## config.mk

```make
export PLATFORM = sky130hd
export DESIGN_NAME = text_console_cursor_writer
export DESIGN_NICKNAME = d
export VERILOG_FILES = /design/src/rtl/tccw_pkg.sv /design/src/rtl/tccw_regs.sv /design/src/rtl/text_console_cursor_writer.sv
export SDC_FILE = /design/constraint.sdc
export NUM_CORES = 1
export LEC_CHECK = 0
export ABC_AREA = 1
export BUFFER_PORTS_ARGS = -buffer_cell sky130_fd_sc_hd__buf_2
export CAP_MARGIN = 20
export CORE_MARGIN = 10
export CORE_UTILIZATION = 54
export DETAILED_ROUTE_END_ITERATION = 8
export GPL_TIMING_DRIVEN = 0
export PLACE_DENSITY = 0.74
export SLEW_MARGIN = 20
export SYNTH_ARGS = -nofsm -noshare
export SYNTH_HDL_FRONTEND = slang
export SYNTH_SLANG_ARGS = --single-unit
```

## constraint.sdc

```tcl
create_clock -name clk -period 8.2 [get_ports clk]
set_input_delay 2.46 -clock clk [delete_from_list [all_inputs] [get_ports clk]]
set_output_delay 2.46 -clock clk [all_outputs]
set_load 0.1 [all_outputs]
```

## src/rtl/tccw_pkg.sv

```systemverilog
`default_nettype none

package tccw_pkg;

    // cells between the starts of two screen rows
    localparam int ROW_STRIDE = 80;

    // configuration port
    localparam int APB_ADDR_W = 5;
    localparam int APB_DATA_W = 32;

    localparam logic [2:0] REG_PRESENT = 3'd0;
    localparam logic [2:0] REG_WIDTH   = 3'd1;
    localparam logic [2:0] REG_LASTROW = 3'd2;
    localparam logic [2:0] REG_PAGE    = 3'd3;
    localparam logic [2:0] REG_PORT    = 3'd4;
    localparam logic [2:0] REG_ATTR    = 3'd5;

    // result kinds
    localparam logic [1:0] KIND_CELL  = 2'd0;
    localparam logic [1:0] KIND_CLEAR = 2'd1;
    localparam logic [1:0] KIND_PORT  = 2'd2;
    localparam logic [1:0] KIND_SAVE  = 2'd3;

    // character codes and crtc register indexes
    localparam logic [7:0] CHAR_LF     = 8'd10;
    localparam logic [7:0] CHAR_CR     = 8'd13;
    localparam logic [7:0] CHAR_SPACE  = 8'd32;
    localparam logic [7:0] CRTC_CUR_HI = 8'h0e;
    localparam logic [7:0] CRTC_CUR_LO = 8'h0f;

    // page size is rounded up past the low byte
    localparam logic [13:0] SPAN_ROUND = 14'h00ff;

    typedef struct packed {
        logic        present;
        logic [6:0]  width;
        logic [5:0]  last_row;
        logic [2:0]  page;
        logic [15:0] port;
        logic [7:0]  attr;
    } cfg_t;

    localparam cfg_t CFG_RESET = '{
        present:  1'b1,
        width:    7'd80,
        last_row: 6'd24,
        page:     3'd0,
        port:     16'd980,
        attr:     8'd7
    };

endpackage

`default_nettype wire

```

## src/rtl/tccw_regs.sv

```systemverilog
`default_nettype none

module tccw_regs
(
    input  wire logic                             clk,
    input  wire logic                             rst_n,
    input  wire logic                             psel,
    input  wire logic                             penable,
    input  wire logic                             pwrite,
    input  wire logic [tccw_pkg::APB_ADDR_W-1:0]  paddr,
    input  wire logic [tccw_pkg::APB_DATA_W-1:0]  pwdata,
    output logic      [tccw_pkg::APB_DATA_W-1:0]  prdata,
    output tccw_pkg::cfg_t                        cfg,
    output logic      [15:0]                      page_base,
    output logic                                  cfg_wr
);
    import tccw_pkg::*;

    cfg_t        cfg_reg;
    logic [2:0]  reg_sel;
    logic [6:0]  rows;
    logic [13:0] area;
    logic [14:0] span;
    logic [14:0] span_reg;
    logic [17:0] base_full;
    logic [15:0] base_reg;

    assign reg_sel = paddr[4:2];
    assign cfg_wr  = psel && penable && pwrite;

    // register writes
    always_ff @(posedge clk or negedge rst_n)
    begin
        if (!rst_n)
        begin
            cfg_reg <= CFG_RESET;
        end
        else if (cfg_wr)
        begin
            unique case (reg_sel)
                REG_PRESENT: cfg_reg.present  <= pwdata[0];
                REG_WIDTH:   cfg_reg.width    <= pwdata[6:0];
                REG_LASTROW: cfg_reg.last_row <= pwdata[5:0];
                REG_PAGE:    cfg_reg.page     <= pwdata[2:0];
                REG_PORT:    cfg_reg.port     <= pwdata[15:0];
                REG_ATTR:    cfg_reg.attr     <= pwdata[7:0];
                default:     cfg_reg          <= cfg_reg;
            endcase
        end
    end

    // register reads
    always_comb
    begin
        unique case (reg_sel)
            REG_PRESENT: prdata = {31'd0, cfg_reg.present};
            REG_WIDTH:   prdata = {25'd0, cfg_reg.width};
            REG_LASTROW: prdata = {26'd0, cfg_reg.last_row};
            REG_PAGE:    prdata = {29'd0, cfg_reg.page};
            REG_PORT:    prdata = {16'd0, cfg_reg.port};
            REG_ATTR:    prdata = {24'd0, cfg_reg.attr};
            default:     prdata = '0;
        endcase
    end

    // page size, then page offset, one multiply per stage
    assign rows      = {1'b0, cfg_reg.last_row} + 7'd1;
    assign area      = {7'd0, cfg_reg.width} * {7'd0, rows};
    assign span      = {1'b0, area | SPAN_ROUND} + 15'd1;
    assign base_full = {3'd0, span_reg} * {15'd0, cfg_reg.page};

    always_ff @(posedge clk)
    begin
        span_reg <= span;
        base_reg <= base_full[15:0];
    end

    assign cfg       = cfg_reg;
    assign page_base = base_reg;

endmodule

`default_nettype wire

```

## src/rtl/text_console_cursor_writer.sv

```systemverilog
// a character goes through the input register, the result descriptor and the output register
// throughput: one character per cycle while each gives a single cell write and the output is
//   not stalled; a character with several results holds the input until its last word is sent,
//   one result word per cycle at m_* while m_tready is high; input is held off after reset
//   and each register write, longer while a cursor left outside a shrunk screen is reduced
// reset: asynchronous active low, cursor at row 0 column 0, registers at their defaults
`default_nettype none

module text_console_cursor_writer
(
    input  wire logic                             clk,
    input  wire logic                             rst_n,
    // input words
    input  wire logic                             s_tvalid,
    output logic                                  s_tready,
    input  wire logic [7:0]                       s_tdata,   // char_code
    // result words
    output logic                                  m_tvalid,
    input  wire logic                             m_tready,
    output logic      [31:0]                      m_tdata,   // address, data
    output logic      [1:0]                       m_tuser,   // kind
    output logic                                  m_tlast,
    // configuration
    input  wire logic                             psel,
    input  wire logic                             penable,
    input  wire logic                             pwrite,
    input  wire logic [tccw_pkg::APB_ADDR_W-1:0]  paddr,
    input  wire logic [tccw_pkg::APB_DATA_W-1:0]  pwdata,
    output logic      [tccw_pkg::APB_DATA_W-1:0]  prdata,
    output logic                                  pready
);
    import tccw_pkg::*;

    // result slots of one descriptor, in the order they go out
    localparam logic [2:0] SLOT_CELL   = 3'd0;
    localparam logic [2:0] SLOT_CLEAR  = 3'd1;
    localparam logic [2:0] SLOT_SAVE   = 3'd2;
    localparam logic [2:0] SLOT_IDX_HI = 3'd3;
    localparam logic [2:0] SLOT_DAT_HI = 3'd4;
    localparam logic [2:0] SLOT_IDX_LO = 3'd5;
    localparam logic [2:0] SLOT_DAT_LO = 3'd6;

    cfg_t        cfg;
    logic [15:0] page_base;
    logic        cfg_wr;

    // input register
    logic        in_valid_reg;
    logic [7:0]  in_char_reg;

    // cursor state, raw and reduced to the current screen
    logic [6:0]  col_reg;
    logic [5:0]  row_reg;
    logic [15:0] cell_reg;
    logic [6:0]  cm_reg;
    logic [5:0]  rm_reg;
    logic        mods_ok_reg;

    // result descriptor
    logic        d_valid_reg;
    logic [2:0]  d_slot_reg;
    logic        d_clear_reg;
    logic        d_burst_reg;
    logic [15:0] d_addr_reg;
    logic [7:0]  d_char_reg;
    logic [15:0] d_cur_reg;

    // output register
    logic        m_tvalid_reg;
    logic [1:0]  o_kind_reg;
    logic [15:0] o_addr_reg;
    logic [15:0] o_data_reg;
    logic        o_last_reg;

    // step logic
    logic [6:0]  width_eff;
    logic [6:0]  rows;
    logic        is_print;
    logic        is_lf;
    logic        is_cr;
    logic [7:0]  col_inc;
    logic        wrap;
    logic [7:0]  cm_inc;
    logic [6:0]  cm_wrap;
    logic [6:0]  row_inc;
    logic        row_over;
    logic [6:0]  rm_inc;
    logic [5:0]  rm_step;
    logic [6:0]  ncol;
    logic [5:0]  nrow;
    logic [6:0]  ncm;
    logic [5:0]  nrm;
    logic [15:0] ncell;
    logic [15:0] line_index;
    logic [15:0] ncur;
    logic        has_cell;
    logic        has_clear;
    logic        has_burst;

    // flow control
    logic        o_load;
    logic        d_emit;
    logic        d_done;
    logic        d_free;
    logic        proc;
    logic        s_acc;
    logic [2:0]  slot_next;
    logic        slot_last;
    logic [1:0]  slot_kind;
    logic [15:0] slot_addr;
    logic [15:0] slot_data;
    logic [15:0] dport;

    tccw_regs u_regs
    (
        .clk       (clk),
        .rst_n     (rst_n),
        .psel      (psel),
        .penable   (penable),
        .pwrite    (pwrite),
        .paddr     (paddr),
        .pwdata    (pwdata),
        .prdata    (prdata),
        .cfg       (cfg),
        .page_base (page_base),
        .cfg_wr    (cfg_wr)
    );

    assign pready = 1'b1;

    // screen geometry
    assign width_eff = (cfg.width == 7'd0) ? 7'd1 : cfg.width;
    assign rows      = {1'b0, cfg.last_row} + 7'd1;

    // character decode
    assign is_print = in_char_reg >= CHAR_SPACE;
    assign is_lf    = in_char_reg == CHAR_LF;
    assign is_cr    = in_char_reg == CHAR_CR;

    // column and row steps
    assign col_inc  = {1'b0, col_reg} + 8'd1;
    assign wrap     = col_inc >= {1'b0, width_eff};
    assign cm_inc   = {1'b0, cm_reg} + 8'd1;
    assign cm_wrap  = (cm_inc == {1'b0, width_eff}) ? 7'd0 : cm_inc[6:0];
    assign row_inc  = {1'b0, row_reg} + 7'd1;
    assign row_over = row_inc >= rows;
    assign rm_inc   = {1'b0, rm_reg} + 7'd1;
    assign rm_step  = (rm_inc == rows) ? 6'd0 : rm_inc[5:0];

    // next cursor state and results of the character in the input register
    always_comb
    begin
        ncol      = col_reg;
        nrow      = row_reg;
        ncm       = cm_reg;
        nrm       = rm_reg;
        ncell     = cell_reg;
        has_cell  = 1'b0;
        has_clear = 1'b0;
        has_burst = 1'b0;
        if (cfg.present)
        begin
            if (is_print)
            begin
                has_cell = 1'b1;
                ncell    = cell_reg + 16'd1;
                if (wrap)
                begin
                    ncol      = cm_wrap;
                    nrow      = row_over ? 6'd0 : row_inc[5:0];
                    has_clear = row_over;
                    has_burst = 1'b1;
                end
                else
                begin
                    ncol = col_inc[6:0];
                    ncm  = col_inc[6:0];
                end
            end
            else if (is_lf)
            begin
                ncol      = cm_reg;
                nrow      = rm_step;
                has_burst = 1'b1;
            end
            else if (is_cr)
            begin
                ncol      = 7'd0;
                nrow      = rm_reg;
                has_burst = 1'b1;
            end
        end
        line_index = 16'(nrow) * 16'(ROW_STRIDE) + 16'(ncol);
        ncur       = page_base + line_index;
        if (has_burst)
        begin
            ncm   = ncol;
            nrm   = nrow;
            ncell = line_index;
        end
    end

    // sequence of result slots in a descriptor
    always_comb
    begin
        slot_next = d_slot_reg;
        slot_last = 1'b0;
        unique case (d_slot_reg)
            SLOT_CELL:
            begin
                if (d_clear_reg)
                    slot_next = SLOT_CLEAR;
                else if (d_burst_reg)
                    slot_next = SLOT_SAVE;
                else
                    slot_last = 1'b1;
            end
            SLOT_CLEAR:  slot_next = SLOT_SAVE;
            SLOT_SAVE:   slot_next = SLOT_IDX_HI;
            SLOT_IDX_HI: slot_next = SLOT_DAT_HI;
            SLOT_DAT_HI: slot_next = SLOT_IDX_LO;
            SLOT_IDX_LO: slot_next = SLOT_DAT_LO;
            default:     slot_last = 1'b1;
        endcase
    end

    // payload of the current slot
    assign dport = cfg.port + 16'd1;

    always_comb
    begin
        case (d_slot_reg)
            SLOT_CELL:
            begin
                slot_kind = KIND_CELL;
                slot_addr = d_addr_reg;
                slot_data = {cfg.attr, d_char_reg};
            end
            SLOT_CLEAR:
            begin
                slot_kind = KIND_CLEAR;
                slot_addr = 16'd0;
                slot_data = {cfg.attr, 8'd0};
            end
            SLOT_SAVE:
            begin
                slot_kind = KIND_SAVE;
                slot_addr = {13'd0, cfg.page};
                slot_data = d_cur_reg;
            end
            SLOT_IDX_HI:
            begin
                slot_kind = KIND_PORT;
                slot_addr = cfg.port;
                slot_data = {8'd0, CRTC_CUR_HI};
            end
            SLOT_DAT_HI:
            begin
                slot_kind = KIND_PORT;
                slot_addr = dport;
                slot_data = {8'd0, d_cur_reg[15:8]};
            end
            SLOT_IDX_LO:
            begin
                slot_kind = KIND_PORT;
                slot_addr = cfg.port;
                slot_data = {8'd0, CRTC_CUR_LO};
            end
            default:
            begin
                slot_kind = KIND_PORT;
                slot_addr = dport;
                slot_data = {8'd0, d_cur_reg[7:0]};
            end
        endcase
    end

    // handshake between stages
    assign o_load   = !m_tvalid_reg || m_tready;
    assign d_emit   = d_valid_reg && o_load;
    assign d_done   = d_emit && slot_last;
    assign d_free   = !d_valid_reg || d_done;
    assign proc     = in_valid_reg && d_free;
    assign s_tready = mods_ok_reg && (!in_valid_reg || d_free);
    assign s_acc    = s_tvalid && s_tready;

    // input register
    always_ff @(posedge clk or negedge rst_n)
    begin
        if (!rst_n)
            in_valid_reg <= 1'b0;
        else if (s_acc)
            in_valid_reg <= 1'b1;
        else if (proc)
            in_valid_reg <= 1'b0;
    end

    always_ff @(posedge clk)
    begin
        if (s_acc)
            in_char_reg <= s_tdata;
    end

    // cursor state
    always_ff @(posedge clk or negedge rst_n)
    begin
        if (!rst_n)
        begin
            col_reg  <= 7'd0;
            row_reg  <= 6'd0;
            cell_reg <= 16'd0;
        end
        else if (proc)
        begin
            col_reg  <= ncol;
            row_reg  <= nrow;
            cell_reg <= ncell;
        end
    end

    // cursor reduced modulo the screen, recomputed by subtraction after a register write
    always_ff @(posedge clk or negedge rst_n)
    begin
        if (!rst_n)
        begin
            cm_reg      <= 7'd0;
            rm_reg      <= 6'd0;
            mods_ok_reg <= 1'b0;
        end
        else if (cfg_wr)
        begin
            cm_reg      <= col_reg;
            rm_reg      <= row_reg;
            mods_ok_reg <= 1'b0;
        end
        else if (!mods_ok_reg)
        begin
            if (cm_reg >= width_eff)
                cm_reg <= cm_reg - width_eff;
            if ({1'b0, rm_reg} >= rows)
                rm_reg <= rm_reg - rows[5:0];
            mods_ok_reg <= (cm_reg < width_eff) && ({1'b0, rm_reg} < rows);
        end
        else if (proc)
        begin
            cm_reg <= ncm;
            rm_reg <= nrm;
        end
    end

    // descriptor control
    always_ff @(posedge clk or negedge rst_n)
    begin
        if (!rst_n)
        begin
            d_valid_reg <= 1'b0;
            d_slot_reg  <= SLOT_CELL;
        end
        else if (proc && (has_cell || has_burst))
        begin
            d_valid_reg <= 1'b1;
            d_slot_reg  <= has_cell ? SLOT_CELL : SLOT_SAVE;
        end
        else if (d_done)
        begin
            d_valid_reg <= 1'b0;
        end
        else if (d_emit)
        begin
            d_slot_reg <= slot_next;
        end
    end

    // descriptor payload
    always_ff @(posedge clk)
    begin
        if (proc)
        begin
            d_clear_reg <= has_clear;
            d_burst_reg <= has_burst;
            d_addr_reg  <= cell_reg;
            d_char_reg  <= in_char_reg;
            d_cur_reg   <= ncur;
        end
    end

    // output register
    always_ff @(posedge clk or negedge rst_n)
    begin
        if (!rst_n)
            m_tvalid_reg <= 1'b0;
        else if (o_load)
            m_tvalid_reg <= d_valid_reg;
    end

    always_ff @(posedge clk)
    begin
        if (d_emit)
        begin
            o_kind_reg <= slot_kind;
            o_addr_reg <= slot_addr;
            o_data_reg <= slot_data;
            o_last_reg <= slot_last;
        end
    end

    assign m_tvalid = m_tvalid_reg;
    assign m_tdata  = {o_data_reg, o_addr_reg};
    assign m_tuser  = o_kind_reg;
    assign m_tlast  = o_last_reg;

endmodule

`default_nettype wire

```

==> summary.txt, run 1 <==
CTS
  • Clk_lat worst skew: 0.44 ns
  • Htree depth: 4
  • Root Buffer: clkbuf_16
  • Total CTS buffers: 17
  • Cts repair resizes: 0
  • Post-CTS setup buffers: 0
  • Cts hold-fix bufs: 0
  • Reg clk slew, reported paths: 0.07 ns
  • CTS tree: yes
  • Sink Count: 190
  • Clk buf depth: 2

Timing
  • Final setup fails: 0
  • F_max: 147.6 MHz
  • Tmin final: 6.777 ns
  • Final Cycle Share: 0.8265
  • Setup TNS: 0 ns
  • Rel. slew slack: 0.3948
  • Unrepaired setup endpoints after global routing: false
  • Final Hold Fails: 0
  • Fin. max-slew vios: 0
  • Worst hold slack: 0.4611 ns
  • Worst Clk Skew: 0.01655 ns
  • Slew @ Worst Pin: 0.9009 ns

Global route
  • Initial antenna violation count: 0
  • Vias in the first global route: 11,140
  • Largest net degree at the start of global routing: 52
  • GR Overflow Total: 0
  • First-pass GRT wire length: 58.03 mm
  • Gr usage total: 0.2348

Synthesis
  • Ys async rst share: 0.4737
  • Count of unique library cells instantiated by Yosys: 56
  • Register area share after synthesis: 0.3905
  • Post-synthesis cell type with the largest combined area: edfxtp_1
  • Register bit total from synthesis: 190
  • Top FF cell, synth: edfxtp_1
  • Cell Area, Synth: 13,120 um2
  • Yosys top cell area share: 0.1946
  • Post-synth EDFFs: 85
  • Gate Count Post-Synth: 1,608
  • Synthesized area per cell: 8.157 um2
  • Top cells by area, synth: edfxtp_1, dfrtp_1, nand2_1
  • Ys Warns: 0

Floorplan
  • Core area: 23,680 um2
  • # IOs: 122
  • Area of the die: 30,920 um2
  • Core Rows: 56
  • Die height: 175.9 um
  • Chip width: 175.9 um
  • Initial Util: 0.5538

Pwr
  • Pwr Density: 396.2 nW/um2
  • P_leak: 7.231 nW
  • Maximum VDD drop: 0.2408 mV

Worst setup path
  • R2R setup slack: 1.88 ns
  • CP max FO: 8
  • FF-to-FF path depth: 33
  • Reg-to-reg endpoint: d_cur_reg[14]
  • Critical path launch point type: input port
  • CP endpoint: prdata[6]
  • Worst R2R Start: u_regs.cfg[38]
  • Worst EP arrival: 4.32 ns
  • CP Launch Point: paddr[4]
  • WP data required: 5.74 ns
  • Crit path kind: input port to output port
  • Crit. End Element: output port

Worst hold path
  • Hold depth: 0
  • Hold Path Class: flop to flop

Finish
  • Max reg flops: 41
  • Footprint of the multi-input gates: 6818 um2
  • Fill count: 2,087
  • Antenna cells: 0
  • Fin nets: 1,904
  • Synth-to-Final Area Change: 11.45%
  • Core Util, Final: 0.6172
  • Sequential cell area: 5122 um2
  • Layout cells sized above 1: 0.1234

Routing
  • Drc violations: 0
  • Wire per inst: 17.72 um
  • DR vias/cell: 5.544
  • Routed Antenna Nets: 0
  • DRT Pass-1 Iters: 6
  • Iter 0 DRT Violations: 1,114
  • Final WL: 36.54 mm
  • Vias: 11,430

Outcome
  • Outcome: finished, final reports clean

Place
  • Routability cong.: 0.9741
  • Port Buffer Count: 86
  • Detailed placer's ending HPWL: 28.77 mm

Flow run
  • Maximum capacitance violations: 0
cell type report:
cell class / instances / share of cell area
inverters: 242 / 0.06265
clock buffers: 18 / 0.02936
plain buffers: 55 / 0.02217
clock inverters: 14 / 0.009929
well taps: 319 / 0.02730
flip-flops and latches: 190 / 0.3504
repair buffers: 87 / 0.03176
multi-input cells: 1137 / 0.4664
worst max-delay path, stage by stage:
cell     delay (ns)
buf_2          0.13
nor3_1         0.74
a22oi_1        0.33
o21ai_0        0.19
buf_2          0.47
per-stage QoR:
step | worst slack, ns | std cells | cell area, um2 | total power (W)
2_1_floorplan | 0.6283 | 1624 | 13180 | 0.004135
3_3_place_gp | 1.520 | 2029 | 14010 | 0.004874
3_5_place_dp | 1.488 | 2030 | 14040 | 0.004944
4_1_cts | 1.474 | 2062 | 14620 | 0.005772
5_1_grt | 1.333 | 2062 | 14620 | 0.006206
6_report | 1.423 | 2062 | 14620 | 0.005791
logic make-up after synthesis:
logic type               count (synthesis)  share of synthesized area
adder cells (fa/ha/maj)                122                     0.1358
XOR/XNOR                                57                    0.03806
AO/OA/AOI/OAI                          283                     0.1276
buffers and inverters                  297                    0.09425
AND/OR/NAND/NOR                        657                     0.2131
flip-flops                             190                     0.3905
other                                    2                  0.0005726
cell usage after synthesis (4+ instances only):
master / number
dfxtp_1: 15
nand3_2: 5
o22ai_1: 17
nand3_1: 82
o2111ai_1: 5
inv_1: 226
ha_1: 88
nor3_1: 19
nand4_1: 8
a21oi_1: 65
a31oi_1: 9
buf_6: 4
edfxtp_1: 85
buf_4: 20
fa_1: 34
xnor2_1: 9
a22oi_1: 18
nand2_2: 7
dfstp_2: 14
o211ai_1: 14
o21ai_0: 118
nor2_2: 5
o21bai_1: 7
o221ai_1: 4
xor2_1: 48
clkbuf_1: 24
or2_2: 4
buf_2: 7
o21a_1: 4
inv_2: 11
dfrtp_1: 76
nor2_1: 127
nand2_1: 386
nor2_4: 5
how the worst min path moves through the flow:
stage,start,to,slack [ns]
2_1_floorplan,u_regs.span_reg[8],u_regs.page_base[8],0.42
3_3_place_gp,in_char_reg[2],d_char_reg[2],0.45
3_5_place_dp,in_char_reg[0],d_char_reg[0],0.45
4_1_cts,in_char_reg[3],d_char_reg[3],0.46
5_1_grt,in_char_reg[3],d_char_reg[3],0.46
6_report,in_char_reg[3],d_char_reg[3],0.46
report_power, final:
| part | switching (W) | internal (W) |
|---|---|---|
| registers | 0.000277 | 0.00147 |
| clock network | 0.000403 | 0.000408 |
| logic | 0.00234 | 0.000894 |
per-layer routing:
metal,track usage,wire [um]
met1,0.2919,14920
met2,0.3941,17560
met3,0.03710,2714
met4,0.1063,1341
met5,0,0
layout by cell type (no fill, tap or decap), types with 19 or more instances in the layout:
| cell type | synthesis | final |
|---|---|---|
| dfrtp_1 | 76 | 76 |
| clkbuf_1 | 24 | 24 |
| edfxtp_1 | 85 | 85 |
| fa_1 | 34 | 34 |
| buf_4 | 20 | 20 |
| nand3_1 | 82 | 82 |
| a21oi_1 | 65 | 65 |
| ha_1 | 88 | 88 |
| o21ai_0 | 118 | 118 |
| nor3_1 | 19 | 19 |
| xor2_1 | 48 | 48 |
| buf_2 | 7 | 92 |
| inv_1 | 226 | 225 |
| nor2_1 | 127 | 127 |
| nand2_1 | 386 | 386 |
No activity file was read; power rests on OpenSTA's default activity.
==> run 2: changes to the inputs <==
--- a/config.mk
+++ b/config.mk
@@ -5,14 +5,14 @@
 export SDC_FILE = /design/constraint.sdc
 export NUM_CORES = 1
 export LEC_CHECK = 0
-export ABC_AREA = 1
+export ABC_AREA = 0
 export BUFFER_PORTS_ARGS = -buffer_cell sky130_fd_sc_hd__buf_2
 export CAP_MARGIN = 20
 export CORE_MARGIN = 10
 export CORE_UTILIZATION = 54
 export DETAILED_ROUTE_END_ITERATION = 8
 export GPL_TIMING_DRIVEN = 0
-export PLACE_DENSITY = 0.74
+export PLACE_DENSITY = 0.76
 export SLEW_MARGIN = 20
 export SYNTH_ARGS = -nofsm -noshare
 export SYNTH_HDL_FRONTEND = slang
==> constraint.sdc (replaced) <==
create_clock -name clk -period 5.5 [get_ports clk]
set_input_delay 1.65 -clock clk [delete_from_list [all_inputs] [get_ports clk]]
set_output_delay 1.65 -clock clk [all_outputs]
set_load 0.1 [all_outputs]
==> summary.txt, run 2 <==
Global route
  • Largest net degree at the start of global routing: 56
  • First-pass GRT wire length: 65.29 mm
  • Gr usage total: 0.2646
  • GR Overflow Total: 0
  • Initial antenna violation count: 1
  • Vias in the first global route: 11,710

Worst hold path
  • Hold Path Class: flop to flop
  • Hold depth: 0
  • HP Start: in_char_reg[4]
  • Hold path endpoint: d_char_reg[4]

Timing
  • Worst Clk Skew: 0.01284 ns
  • Rel. slew slack: 0.3803
  • Final worst slack: -0.2217 ns
  • Unrepaired setup endpoints after global routing: true
  • Final setup fails: 3
  • Slew @ Worst Pin: 0.9245 ns
  • Fin. max-slew vios: 0
  • Tmin final: 5.722 ns
  • F_max: 174.8 MHz
  • Final Hold Fails: 0
  • Final Cycle Share: 1.040

Synthesis
  • Cell Area, Synth: 13,390 um2
  • Post-synth EDFFs: 85
  • Yosys top cell area share: 0.1907
  • Top cells by area, synth: edfxtp_1, dfrtp_1, ha_1
  • Post-synthesis cell type with the largest combined area: edfxtp_1
  • Register area share after synthesis: 0.3826
  • Most instantiated cells after synthesis: nand2_1, nor2_1, ha_1
  • Synthesized area per cell: 9.356 um2
  • Register bit total from synthesis: 190
  • Ys async rst share: 0.4737
  • Top FF cell, synth: edfxtp_1
  • Ys Warns: 0
  • Count of unique library cells instantiated by Yosys: 83
  • Top-count cell post-synth: nand2_1
  • Gate Count Post-Synth: 1,431

Floorplan
  • Chip width: 177.5 um
  • Area of the die: 31,490 um2
  • Initial Util: 0.5489
  • Core area: 24,390 um2
  • # IOs: 122
  • Core Rows: 57
  • Die height: 177.5 um

Worst setup path
  • Critical path launch point type: flop
  • Reg-to-reg endpoint: d_cur_reg[15]
  • CP Launch Point: u_regs.cfg[30]
  • Crit. End Element: flop
  • FF-to-FF path depth: 28
  • WP data required: 5.70 ns
  • Worst path max stage delay: 0.60 ns
  • CP max-delay cell: dfstp_2
  • CP max FO: 4
  • R2R setup slack: -0.22 ns
  • Worst EP arrival: 5.93 ns
  • Crit path kind: flop to flop
  • Worst R2R Start: u_regs.cfg[30]

Pwr
  • Total power: 0.01163 W
  • Pwr Density: 717.0 nW/um2
  • Maximum VDD drop: 0.5529 mV
  • P_leak: 6.946 nW

Finish
  • Cell area after layout: 16,220 um2
  • Fin nets: 1,795
  • Synth-to-Final Area Change: 21.13%
  • Max reg flops: 41
  • Cell Count, Final, Fillers Out: 1,958
  • Most frequent cells in the layout: nand2_1, nor2_1, buf_4
  • Fill count: 1,857
  • Layout cells sized above 1: 0.2466
  • Antenna cells: 0
  • Most common cell after layout, fill and taps aside: nand2_1

Routing
  • Wire per inst: 21.74 um
  • Vias: 12,120
  • DRT Pass-1 Iters: 5
  • DR vias/cell: 6.191
  • Final WL: 42.57 mm
  • Routed Antenna Nets: 0
  • Iter 0 DRT Violations: 1,406
  • Drc violations: 0

Place
  • DP Area: 14,420 um2
  • Placed cells: 1,860
  • Port Buffer Count: 86
  • Detailed placer's ending HPWL: 31.06 mm
  • Routability cong.: 0.9626

CTS
  • Clk buf depth: 2
  • Sink Count: 190
  • Root Buffer: clkbuf_16
  • Htree depth: 4
  • Reg clk slew, reported paths: 0.09 ns
  • Cts hold-fix bufs: 0
  • CTS tree: yes
  • Clk_lat worst skew: 0.46 ns
  • Total CTS buffers: 17

Flow run
  • Maximum capacitance violations: 0

Outcome
  • Failing checks: setup timing
  • Outcome: complete, but fails checks
run 2: how the worst max path moves through the flow:
stage	to	slack, ns	depth (start not counted)
final	d_cur_reg[15]	-0.22	28
after global routing	d_cur_reg[15]	-0.40	28
after CTS	d_cur_reg[15]	-0.06	29
after detailed placement	d_cur_reg[15]	-1.33	26
after global placement	d_cur_reg[15]	-1.19	26
after floorplan	d_cur_reg[15]	0.005	29
run 2: what timing repair did:
item | 4_1_cts | 5_1_grt
setup buffers | 67 | 15
gates resized for setup | 94 | 46
endpoints found under the setup margin | 16 | 9
pin swaps | 29 | 53
run 2: final cells by class:
type / instances / area, um2 / share of cell area
timing repair buffer: 166 / 1114 / 0.06867
inverter: 88 / 345.3 / 0.02129
clock buffer: 17 / 425.4 / 0.02623
buffer: 92 / 456.7 / 0.02816
tap: 324 / 405.4 / 0.02500
multi-input combinational: 1066 / 8127 / 0.5011
sequential: 190 / 5139 / 0.3169
clock inverter: 15 / 205.2 / 0.01265
run 2: critical path, delay by kind of cell, from the launching register on:
family                   cells  cell delay, ns
AO/OA/AOI/OAI                6            1.16
XOR/XNOR                     4            0.83
adder cells (fa/ha/maj)      5            1.39
buffers and inverters        5            0.51
flip-flops                   1            0.60
multiplexers                 1            0.20
AND/OR/NAND/NOR              7            0.74
run 2: layer usage:
metal / global-route usage / vias to the layer above / wire, um
li1: - / 5471 / -
met1: 0.3494 / 5780 / 16670
met3: 0.04101 / 121 / 4409
met5: 0 / - / 0
met2: 0.4188 / 749 / 19700
met4: 0.1257 / 0 / 1795
run 2: cells by family (layout without fill, tap and decap cells):
group / Yosys count / count (layout) / synth area share
AOI/OAI and AO/OA: 348 / 348 / 0.1714
xor gates and xnor gates: 67 / 67 / 0.04664
adders and majority gates: 123 / 123 / 0.1339
buffers and inverters: 191 / 378 / 0.05860
DFF: 190 / 190 / 0.3826
muxes: 56 / 56 / 0.04561
other: 2 / 18 / 0.0005610
and+or+nand+nor: 454 / 454 / 0.1607
run 2: stage by stage:
stage	utilization	hold WS (ns)	worst slack, ns	TNS, ns
2_1_floorplan	-	0.4168	0.004508	0
3_3_place_gp	0.5878	0.4279	-1.188	-6.864
3_5_place_dp	0.5911	0.4412	-1.328	-8.568
4_1_cts	0.6527	0.4592	-0.06130	-0.09623
5_1_grt	0.6649	0.4723	-0.4010	-1.231
6_report	0.6649	0.4533	-0.2217	-0.4740
run 2: report_power, final:
group          internal [W]  switching, W
combinational       0.00268       0.00482
clock              0.000642      0.000697
sequential          0.00225      0.000541
total               0.00557       0.00606
